**src/hw/rtl/ectc_pkg.sv**
```systemverilog
// ectc_pkg: shared types, constants and calendar helpers for the epoch converter
// used by ectc_front, ectc_queue, ectc_back and epoch_seconds_to_calendar_top
// no dependencies
package ectc_pkg;

    // reciprocal multipliers for exact constant division (ceil(2^k / d))
    localparam logic [31:0] DIV60_SEC_MUL  = 32'd2290649225; // k = 37, x < 2^31
    localparam logic [26:0] DIV60_MIN_MUL  = 27'd71582789;   // k = 32, x < 2^26
    localparam logic [20:0] DIV24_HOUR_MUL = 21'd1398102;    // k = 25, x < 2^20
    localparam logic [15:0] DIV7_MUL       = 16'd37450;      // k = 18, x < 2^15
    localparam logic [15:0] DIV365_MUL     = 16'd45965;      // k = 24, x < 2^15

    localparam int EPOCH_DAY_BIAS = 25508;
    localparam logic [7:0] YEAR_GUESS_BASE = 8'd69;
    localparam logic [14:0] EPOCH_WDAY = 15'd4;   // epoch day was a thursday

    // first-day-minus-two offsets per month, january first, march-based
    localparam int MONTH_BASE [12] = '{305, 336, -1, 30, 60, 91, 121, 152, 183, 213, 244, 274};

    // month order for the offset search, march first
    localparam logic [3:0] MARCH_ORDER [12] = '{4'd2, 4'd3, 4'd4, 4'd5, 4'd6, 4'd7,
                                                 4'd8, 4'd9, 4'd10, 4'd11, 4'd0, 4'd1};

    localparam logic [3:0] MONTH_FEB = 4'd1;
    localparam logic [8:0] OFF_MAX   = 9'd366;

    // time-of-day split, weekday and day count of one item
    typedef struct packed {
        logic [5:0]  sec;
        logic [5:0]  min;
        logic [4:0]  hour;
        logic [2:0]  wday;
        logic [14:0] days;
    } ectc_item_t;

    // day number of the last day of february of year y, relative to the epoch
    function automatic logic signed [17:0] feb_end(input logic [7:0] y);
        int yi;
        int cent;
        int sum;
        yi   = int'(y);
        cent = (y >= 8'd200) ? 2 : ((y >= 8'd100) ? 1 : 0);
        sum  = yi * 365 + (yi >>> 2) - cent + ((cent + 3) >>> 2) - EPOCH_DAY_BIAS - 1;
        return 18'(sum);
    endfunction

    // month from the offset within the march-based year
    function automatic logic [3:0] month_of(input logic [8:0] off);
        logic [3:0] m;
        m = MARCH_ORDER[0];
        for (int i = 0; i < 12; i++)
        begin
            if (int'(off) >= MONTH_BASE[MARCH_ORDER[i]] + 2)
            begin
                m = MARCH_ORDER[i];
            end
        end
        return m;
    endfunction

endpackage

```
**src/hw/rtl/ectc_front.sv**
```systemverilog
// ectc_front: takes an epoch-seconds item and splits it into time of day,
// day count and weekday with reciprocal multiplies; depends on ectc_pkg
module ectc_front import ectc_pkg::*; (
    input  logic        clk,
    input  logic        rst_n,
    input  logic        start,
    output logic        busy,
    input  logic [30:0] epoch_seconds,
    output logic        push,
    output ectc_item_t  push_item,
    input  logic        queue_full
);

    typedef enum logic [5:0] {
        F_IDLE   = 6'b000001,
        F_MIN    = 6'b000010,
        F_HOUR   = 6'b000100,
        F_DAY    = 6'b001000,
        F_WDAY   = 6'b010000,
        F_PUSH   = 6'b100000
    } front_state_t;

    front_state_t state_reg, state_next;

    logic [30:0] secs_reg,  secs_next;
    logic [62:0] p1_reg,    p1_next;
    logic [52:0] p2_reg,    p2_next;
    logic [40:0] p3_reg,    p3_next;
    logic [30:0] p4_reg,    p4_next;
    logic [25:0] mins_reg,  mins_next;
    logic [19:0] hours_reg, hours_next;
    ectc_item_t  item_reg,  item_next;

    logic [25:0] mins;
    logic [19:0] hours;
    logic [14:0] days;
    logic [12:0] q7;
    logic [31:0] mins_x60;
    logic [25:0] hours_x60;
    logic [19:0] days_x24;
    logic [14:0] wday_x;

    assign mins      = p1_reg[62:37];
    assign hours     = p2_reg[51:32];
    assign days      = p3_reg[39:25];
    assign q7        = p4_reg[30:18];
    assign mins_x60  = 32'(mins) * 32'd60;
    assign hours_x60 = 26'(hours) * 26'd60;
    assign days_x24  = 20'(days) * 20'd24;
    assign wday_x    = item_reg.days + EPOCH_WDAY;

    assign busy      = (state_reg != F_IDLE);
    assign push      = (state_reg == F_PUSH) && !queue_full;
    assign push_item = item_reg;

    always_comb
    begin
        state_next = state_reg;
        secs_next  = secs_reg;
        p1_next    = p1_reg;
        p2_next    = p2_reg;
        p3_next    = p3_reg;
        p4_next    = p4_reg;
        mins_next  = mins_reg;
        hours_next = hours_reg;
        item_next  = item_reg;
        case (state_reg)
            F_IDLE:
            begin
                if (start)
                begin
                    secs_next  = epoch_seconds;
                    p1_next    = 63'(epoch_seconds) * 63'(DIV60_SEC_MUL);
                    state_next = F_MIN;
                end
            end
            F_MIN:
            begin
                item_next.sec = 6'({1'b0, secs_reg} - mins_x60);
                mins_next     = mins;
                p2_next       = 53'(mins) * 53'(DIV60_MIN_MUL);
                state_next    = F_HOUR;
            end
            F_HOUR:
            begin
                item_next.min = 6'(mins_reg - hours_x60);
                hours_next    = hours;
                p3_next       = 41'(hours) * 41'(DIV24_HOUR_MUL);
                state_next    = F_DAY;
            end
            F_DAY:
            begin
                item_next.hour = 5'(hours_reg - days_x24);
                item_next.days = days;
                p4_next        = 31'(days + EPOCH_WDAY) * 31'(DIV7_MUL);
                state_next     = F_WDAY;
            end
            F_WDAY:
            begin
                item_next.wday = 3'(wday_x - 15'(q7) * 15'd7);
                state_next     = F_PUSH;
            end
            F_PUSH:
            begin
                if (!queue_full)
                begin
                    state_next = F_IDLE;
                end
            end
            default:
            begin
                state_next = F_IDLE;
            end
        endcase
    end

    always_ff @(posedge clk or negedge rst_n)
    begin
        if (!rst_n)
        begin
            state_reg <= F_IDLE;
        end
        else
        begin
            state_reg <= state_next;
        end
    end

    always_ff @(posedge clk)
    begin
        secs_reg  <= secs_next;
        p1_reg    <= p1_next;
        p2_reg    <= p2_next;
        p3_reg    <= p3_next;
        p4_reg    <= p4_next;
        mins_reg  <= mins_next;
        hours_reg <= hours_next;
        item_reg  <= item_next;
    end

endmodule

```
**src/hw/rtl/ectc_queue.sv**
```systemverilog
// ectc_queue: small fifo of split items between the front and back parts
// depends on ectc_pkg for the item type
module ectc_queue import ectc_pkg::*; #(
    parameter int DEPTH = 2
) (
    input  logic       clk,
    input  logic       rst_n,
    input  logic       push,
    input  ectc_item_t push_item,
    input  logic       pop,
    output ectc_item_t pop_item,
    output logic       full,
    output logic       empty
);

    localparam int PTR_W = (DEPTH > 1) ? $clog2(DEPTH) : 1;
    localparam int CNT_W = $clog2(DEPTH + 1);

    ectc_item_t       slot_reg [DEPTH];
    logic [PTR_W-1:0] wr_ptr_reg, wr_ptr_next;
    logic [PTR_W-1:0] rd_ptr_reg, rd_ptr_next;
    logic [CNT_W-1:0] count_reg,  count_next;

    assign full     = (count_reg == CNT_W'(DEPTH));
    assign empty    = (count_reg == '0);
    assign pop_item = slot_reg[rd_ptr_reg];

    always_comb
    begin
        wr_ptr_next = wr_ptr_reg;
        rd_ptr_next = rd_ptr_reg;
        count_next  = count_reg;
        if (push)
        begin
            wr_ptr_next = (wr_ptr_reg == PTR_W'(DEPTH - 1)) ? '0 : wr_ptr_reg + 1'b1;
        end
        if (pop)
        begin
            rd_ptr_next = (rd_ptr_reg == PTR_W'(DEPTH - 1)) ? '0 : rd_ptr_reg + 1'b1;
        end
        if (push && !pop)
        begin
            count_next = count_reg + 1'b1;
        end
        else if (pop && !push)
        begin
            count_next = count_reg - 1'b1;
        end
    end

    always_ff @(posedge clk or negedge rst_n)
    begin
        if (!rst_n)
        begin
            wr_ptr_reg <= '0;
            rd_ptr_reg <= '0;
            count_reg  <= '0;
        end
        else
        begin
            wr_ptr_reg <= wr_ptr_next;
            rd_ptr_reg <= rd_ptr_next;
            count_reg  <= count_next;
        end
    end

    always_ff @(posedge clk)
    begin
        if (push)
        begin
            slot_reg[wr_ptr_reg] <= push_item;
        end
    end

endmodule

```
**src/hw/rtl/ectc_back.sv**
```systemverilog
// ectc_back: march-based year search, month and day-of-month lookup and the
// result registers; depends on ectc_pkg
module ectc_back import ectc_pkg::*; (
    input  logic        clk,
    input  logic        rst_n,
    input  logic        queue_empty,
    input  ectc_item_t  queue_item,
    output logic        pop,
    output logic        done,
    output logic [5:0]  second,
    output logic [5:0]  minute,
    output logic [4:0]  hour,
    output logic [4:0]  day_of_month,
    output logic [3:0]  month,
    output logic [7:0]  year_since_1900,
    output logic [2:0]  weekday,
    output logic [14:0] days_since_epoch
);

    typedef enum logic [4:0] {
        B_IDLE   = 5'b00001,
        B_GUESS  = 5'b00010,
        B_SEARCH = 5'b00100,
        B_MONTH  = 5'b01000,
        B_FINISH = 5'b10000
    } back_state_t;

    back_state_t state_reg, state_next;

    ectc_item_t         item_reg,  item_next;
    logic [30:0]        p365_reg,  p365_next;
    logic [7:0]         year_reg,  year_next;
    logic signed [17:0] lo_reg,    lo_next;
    logic signed [17:0] hi_reg,    hi_next;
    logic [8:0]         off_reg,   off_next;
    logic [3:0]         month_reg, month_next;

    logic               done_reg,  done_next;
    logic [5:0]         sec_out_reg,   sec_out_next;
    logic [5:0]         min_out_reg,   min_out_next;
    logic [4:0]         hour_out_reg,  hour_out_next;
    logic [4:0]         mday_out_reg,  mday_out_next;
    logic [3:0]         month_out_reg, month_out_next;
    logic [7:0]         year_out_reg,  year_out_next;
    logic [2:0]         wday_out_reg,  wday_out_next;
    logic [14:0]        days_out_reg,  days_out_next;

    logic [7:0]         year_guess;
    logic signed [17:0] days_s;
    logic signed [17:0] diff;
    int                 mday_full;

    assign year_guess = 8'(p365_reg[30:24]) + YEAR_GUESS_BASE;
    assign days_s     = $signed({3'b000, item_reg.days});
    assign diff       = days_s - lo_reg;
    assign mday_full  = int'(off_reg) - MONTH_BASE[month_reg] - 1;

    assign pop = (state_reg == B_IDLE) && !queue_empty;

    always_comb
    begin
        state_next     = state_reg;
        item_next      = item_reg;
        p365_next      = p365_reg;
        year_next      = year_reg;
        lo_next        = lo_reg;
        hi_next        = hi_reg;
        off_next       = off_reg;
        month_next     = month_reg;
        done_next      = 1'b0;
        sec_out_next   = sec_out_reg;
        min_out_next   = min_out_reg;
        hour_out_next  = hour_out_reg;
        mday_out_next  = mday_out_reg;
        month_out_next = month_out_reg;
        year_out_next  = year_out_reg;
        wday_out_next  = wday_out_reg;
        days_out_next  = days_out_reg;
        case (state_reg)
            B_IDLE:
            begin
                if (!queue_empty)
                begin
                    item_next  = queue_item;
                    p365_next  = 31'(queue_item.days) * 31'(DIV365_MUL);
                    state_next = B_GUESS;
                end
            end
            B_GUESS:
            begin
                year_next  = year_guess;
                hi_next    = feb_end(year_guess);
                lo_next    = feb_end(year_guess);
                state_next = B_SEARCH;
            end
            B_SEARCH:
            begin
                if (hi_reg < days_s)
                begin
                    lo_next   = hi_reg;
                    year_next = year_reg + 8'd1;
                    hi_next   = feb_end(year_reg + 8'd1);
                end
                else
                begin
                    if (diff < 0)
                    begin
                        off_next = '0;
                    end
                    else if (diff > $signed({9'd0, OFF_MAX}))
                    begin
                        off_next = OFF_MAX;
                    end
                    else
                    begin
                        off_next = diff[8:0];
                    end
                    state_next = B_MONTH;
                end
            end
            B_MONTH:
            begin
                month_next = month_of(off_reg);
                state_next = B_FINISH;
            end
            B_FINISH:
            begin
                done_next      = 1'b1;
                sec_out_next   = item_reg.sec;
                min_out_next   = item_reg.min;
                hour_out_next  = item_reg.hour;
                wday_out_next  = item_reg.wday;
                days_out_next  = item_reg.days;
                mday_out_next  = 5'(mday_full);
                month_out_next = month_reg;
                // march through december belong to the year before the search result
                year_out_next  = (month_reg > MONTH_FEB) ? year_reg - 8'd1 : year_reg;
                state_next     = B_IDLE;
            end
            default:
            begin
                state_next = B_IDLE;
            end
        endcase
    end

    always_ff @(posedge clk or negedge rst_n)
    begin
        if (!rst_n)
        begin
            state_reg <= B_IDLE;
            done_reg  <= 1'b0;
        end
        else
        begin
            state_reg <= state_next;
            done_reg  <= done_next;
        end
    end

    always_ff @(posedge clk)
    begin
        item_reg      <= item_next;
        p365_reg      <= p365_next;
        year_reg      <= year_next;
        lo_reg        <= lo_next;
        hi_reg        <= hi_next;
        off_reg       <= off_next;
        month_reg     <= month_next;
        sec_out_reg   <= sec_out_next;
        min_out_reg   <= min_out_next;
        hour_out_reg  <= hour_out_next;
        mday_out_reg  <= mday_out_next;
        month_out_reg <= month_out_next;
        year_out_reg  <= year_out_next;
        wday_out_reg  <= wday_out_next;
        days_out_reg  <= days_out_next;
    end

    assign done             = done_reg;
    assign second           = sec_out_reg;
    assign minute           = min_out_reg;
    assign hour             = hour_out_reg;
    assign day_of_month     = mday_out_reg;
    assign month            = month_out_reg;
    assign year_since_1900  = year_out_reg;
    assign weekday          = wday_out_reg;
    assign days_since_epoch = days_out_reg;

    // a result strobe never stays high on back-to-back clock edges
    a_done_pulse: assert property (@(posedge clk) disable iff (!rst_n)
        done_reg |=> !done_reg)
        else $error("result strobe held for two cycles");

    // the strobe only follows a completed month lookup
    a_done_after_finish: assert property (@(posedge clk) disable iff (!rst_n)
        done_reg |-> $past(state_reg == B_FINISH))
        else $error("result strobe without finish step");

    // a delivered date has a month in range, a nonzero day of month and a year from 70 to 138
    a_date_range: assert property (@(posedge clk) disable iff (!rst_n)
        done_reg |-> (month_out_reg <= 4'd11 && mday_out_reg != 5'd0
                      && year_out_reg >= 8'd70 && year_out_reg <= 8'd138))
        else $error("result date out of range");

endmodule

```
**src/hw/rtl/epoch_seconds_to_calendar_top.sv**
```systemverilog
// epoch_seconds_to_calendar_top: epoch seconds to utc calendar date converter
// instantiates ectc_front, ectc_queue and ectc_back; depends on ectc_pkg
//
// usage
//   input channel: drive epoch_seconds and raise start; the item is taken at
//   the clock edge where start is high and busy is low. busy stays high while
//   the front part splits the item (reciprocal multiplies for /60, /60, /24
//   and the weekday mod 7) and waits for a free queue slot
//   result channel: done is high for exactly one cycle with all result fields
//   valid in that cycle; the receiver cannot stall, so results are never held
//   steps: the front part runs its minute, hour, day and weekday steps up to
//   the queue write, then the back part runs pop, year guess, one or two
//   search steps and the closing compare, month lookup and finish; the year
//   search steps one year per cycle from the days/365 guess
//   throughput: the front sequencer takes no new item until it has pushed
//   the last one; the sustained rate is set by the back part, with the queue
//   absorbing the difference (busy stays high when it is full)
//   reset: rst_n clears both sequencers and the queue; no item is in flight
//   and done is low after reset
module epoch_seconds_to_calendar_top import ectc_pkg::*; #(
    parameter int QUEUE_DEPTH = 2
) (
    input  logic        clk,
    input  logic        rst_n,
    input  logic        start,
    output logic        busy,
    input  logic [30:0] epoch_seconds,
    output logic        done,
    output logic [5:0]  second,
    output logic [5:0]  minute,
    output logic [4:0]  hour,
    output logic [4:0]  day_of_month,
    output logic [3:0]  month,
    output logic [7:0]  year_since_1900,
    output logic [2:0]  weekday,
    output logic [14:0] days_since_epoch
);

    // split item from the front part toward the queue
    logic       push;
    ectc_item_t push_item;
    // queue head toward the back part
    logic       pop;
    ectc_item_t pop_item;
    logic       queue_full;
    logic       queue_empty;

    // front: accept, time of day, day count and weekday
    ectc_front u_front (
        .clk           (clk),
        .rst_n         (rst_n),
        .start         (start),
        .busy          (busy),
        .epoch_seconds (epoch_seconds),
        .push          (push),
        .push_item     (push_item),
        .queue_full    (queue_full)
    );

    // decoupling queue so the back part's search time stalls the front only when the queue is full
    ectc_queue #(
        .DEPTH (QUEUE_DEPTH)
    ) u_queue (
        .clk       (clk),
        .rst_n     (rst_n),
        .push      (push),
        .push_item (push_item),
        .pop       (pop),
        .pop_item  (pop_item),
        .full      (queue_full),
        .empty     (queue_empty)
    );

    // back: year search, month and day of month, result strobe
    ectc_back u_back (
        .clk              (clk),
        .rst_n            (rst_n),
        .queue_empty      (queue_empty),
        .queue_item       (pop_item),
        .pop              (pop),
        .done             (done),
        .second           (second),
        .minute           (minute),
        .hour             (hour),
        .day_of_month     (day_of_month),
        .month            (month),
        .year_since_1900  (year_since_1900),
        .weekday          (weekday),
        .days_since_epoch (days_since_epoch)
    );

endmodule
```
**config.mk**
```make
export PLATFORM = sky130hd
export DESIGN_NAME = epoch_seconds_to_calendar_top
export DESIGN_NICKNAME = d
export VERILOG_FILES = /design/src/hw/rtl/ectc_pkg.sv /design/src/hw/rtl/ectc_front.sv /design/src/hw/rtl/ectc_queue.sv /design/src/hw/rtl/ectc_back.sv /design/src/hw/rtl/epoch_seconds_to_calendar_top.sv
export SDC_FILE = /design/constraint.sdc
export NUM_CORES = 2
export LEC_CHECK = 0
export BUFFER_PORTS_ARGS = -buffer_cell sky130_fd_sc_hd__buf_2
export CAP_MARGIN = 20
export CORE_UTILIZATION = 35
export CTS_CLUSTER_DIAMETER = 80
export CTS_CLUSTER_SIZE = 12
export DETAILED_ROUTE_END_ITERATION = 8
export PLACE_DENSITY = 0.53
export SKIP_LAST_GASP = 1
export SYNTH_ARGS = -nofsm -noshare
export SYNTH_HDL_FRONTEND = slang
export SYNTH_HIERARCHICAL = 1
export SYNTH_SLANG_ARGS = --single-unit
```
**constraint.sdc**
```tcl
create_clock -name clk -period 15.95 [get_ports clk]
set_clock_uncertainty 0.1 [all_clocks]
set_input_delay 3.19 -clock clk [delete_from_list [all_inputs] [get_ports clk]]
set_output_delay 3.19 -clock clk [all_outputs]
set_load 0.03 [all_outputs]
```
==> key figures <==
Layout
  – Share of cells above drive strength 1: 0.0583
  – Commonest cells after routing, fill and taps aside: 1003 x ha_1, 951 x inv_1, 519 x fa_1
  – Fillcell total: 12600
  – Most common cell after layout, fill and taps aside: ha_1
  – Ant. Diodes: 0
  – Final-stage net count: 5750
  – Area of the multi-input gates: 31000 um^2
  – Register Area: 10500 um^2
  – Area grow syn2layout: 8.21%
  – Max reg flops: 70

Clock network
  – Cell at the root of the clock tree: clkbuf_16
  – Num CTS Buffers: 38
  – Clk slew on worst S/H paths: 0.07 ns
  – Setup bufs post-CTS: 0
  – CTS Buffer Depth: 3
  – # resized after CTS: 0
  – Worst-Skew Late Latency: 0.57 ns
  – CTS tree: built
  – Clk sinks: 353
  – # H-tree levels: 2
  – Hold_buf cts: 0

Yosys
  – FFs w/ async S/R, synth: 0.0453
  – Syn_area_per_cell: 11.1 um^2
  – Post-synthesis cell type count: 93
  – Yosys reg bits: 353
  – Cell Area, Synth: 45200 um^2
  – Post-synth EDFFs: 337
  – Mapped Nets: 5632
  – Register area share after synthesis: 0.233
  – Cells after Synth: 4076
  – Synth Flop Type: edfxtp_1
  – YS warnings: 6

Critical path
  – Critical Path Source Type: primary input
  – Reg2Reg Depth: 21
  – Critical Path RT: 16.15 ns
  – Critical Path AT: 9.10 ns
  – Capture point of the worst path: u_front/p1_reg[60]
  – Crit Path Class: primary input to flop
  – Critical Path Source: epoch_seconds[7]
  – Reg2reg end: u_front/p3_reg[39]
  – CP endpoint kind: flop
  – CP Max Fanout: 7
  – Worst R2R Start: u_front/p2_reg[32]
  – R2R Setup Slk: 8.60 ns

Outcome
  – Status: finished clean

Floorplan
  – Number of I/O pins: 88
  – Initial core utilization: 0.354
  – Die H: 361 um
  – Die X-Extent: 361 um
  – Die area: 131000 um^2
  – Placement row count: 131
  – Core ar.: 128000 um^2

Detailed routing
  – Vias per std cell: 4.83
  – Final ANT Viol Nets: 0
  – First-pass DRT Iterations: 8
  – DR vias: 28400
  – DRT iter0 DRCs: 1393
  – Detailed Route WL: 102 mm
  – Drt wl/cell: 17.4 um
  – DR DRC count: 0

STA
  – Final worst path period share: 0.558
  – RSZ-0062 raised after global routing: false
  – Least-Margin Pin Slew: 1.04 ns
  – Slew Limit Fails: 0
  – Fin crit period: 8.91 ns
  – Normalized max-slew margin: 0.308
  – Count of final setup violators: 0
  – Final Hold Violating Endpoints: 0
  – Setup_tns: 0 ns
  – Fmax: 0.112 GHz

Global routing
  – Vias in the first global route: 29600
  – First-pass GRT wire length: 164 mm
  – GRT Total Usage: 0.160
  – Initial antenna violation count: 9
  – Total gr overflow: 0
  – Largest net degree at the start of global routing: 45

Placement
  – Port bufs: 87
  – DP HPWL: 87.9 mm
  – Gpl congestion: 0.881

Worst hold path
  – Worst min path class: flop to flop

Job
  – Max Cap Viol: 0
==> Yosys cell counts (10+ instances only) <==
library cell / count / area, um^2
or2_2: 20 / 125
o31ai_1: 10 / 75.1
nor2_1: 115 / 432
nand2b_1: 18 / 113
xor2_1: 62 / 543
o21bai_1: 18 / 135
nor4_1: 12 / 75.1
and3_1: 22 / 138
nand4_1: 22 / 138
dfrtp_1: 14 / 350
fa_1: 519 / 10400
or3_1: 12 / 75.1
xnor2_1: 105 / 920
nand3_1: 60 / 300
a21o_1: 71 / 533
mux2_4: 29 / 435
o21ai_0: 83 / 415
o211ai_1: 14 / 105
inv_1: 951 / 3570
ha_1: 1003 / 12500
clkbuf_1: 17 / 63.8
mux2i_1: 11 / 110
a31oi_1: 17 / 106
o21a_1: 20 / 150
edfxtp_1: 337 / 10100
nor2b_1: 13 / 81.3
nand2_1: 139 / 522
nor3_1: 35 / 175
a211oi_1: 25 / 188
a21oi_1: 139 / 696
==> per-layer routing <==
| layer | track usage | part of all wire |
|---|---|---|
| met5 | 0 | 0.00013 |
| met2 | 0.269 | 0.48 |
| met1 | 0.220 | 0.47 |
| met4 | 0.0317 | 0.017 |
| met3 | 0.0217 | 0.037 |
==> final cells by class <==
class	count	share of cell area
Multi-Input combinational cell	2745	0.634
Sequential cell	353	0.215
Inverter	952	0.0730
Tap cell	1662	0.0425
Clock buffer	57	0.0217
Timing Repair Buffer	104	0.0118
Clock inverter	7	0.00212
==> worst min path at each step <==
stage,end,from,depth (start not counted)
detailed placement,u_front/push_item[18],u_front/hours_reg[0],0
floorplan,u_back/hour[0],u_back/item_reg[18],0
global route,u_back/second[4],u_back/item_reg[33],0
CTS,u_back/second[2],u_back/item_reg[31],0
finish,u_back/minute[2],u_back/item_reg[25],0
global placement,u_back/hour[3],u_back/item_reg[21],0
==> cell families (layout without fill, tap and decap cells) <==
logic type | count (synthesis) | after routing | share of synthesized area
adders and majority gates | 1522 | 1522 | 0.507
xor gates and xnor gates | 167 | 167 | 0.0324
and+or+nand+nor | 519 | 519 | 0.0575
buffers and inverters | 978 | 1120 | 0.0826
AOI/OAI and AO/OA | 489 | 489 | 0.0734
DFF | 353 | 353 | 0.233
muxes | 48 | 48 | 0.0141
==> metrics by stage <==
| stage | cells | hold slack [ns] | setup WS (ns) | util | area [um^2] |
|---|---|---|---|---|---|
| 3_3_place_gp | 5815 | 0.302 | 6.51 | 0.373 | 47700 |
| 6_report | 5880 | 0.309 | 7.04 | 0.383 | 48900 |
| 2_1_floorplan | 4076 | 0.300 | 7.02 | - | 45200 |
| 4_1_cts | 5880 | 0.314 | 7.07 | 0.383 | 48900 |
| 5_1_grt | 5880 | 0.328 | 6.75 | 0.383 | 48900 |
| 3_5_place_dp | 5816 | 0.306 | 6.49 | 0.374 | 47800 |
==> worst max-delay path, stage by stage <==
cell	delay, ns
buf_2	0.12
ha_1	0.32
ha_1	0.31
inv_1	0.08
fa_1	0.65
inv_1	0.10
fa_1	0.54
inv_1	0.05
fa_1	0.51
inv_1	0.06
fa_1	0.45
ha_1	0.30
ha_1	0.32
a21oi_1	0.14
o21ai_0	0.13
a221oi_1	0.32
a21oi_1	0.17
a2111oi_4	0.50
o21ai_4	0.18
a2111oi_4	0.38
o31ai_2	0.13
xor2_1	0.15
Power is not shown: default switching activity piles up to over one toggle a cycle in this logic, so the estimate is an artifact.
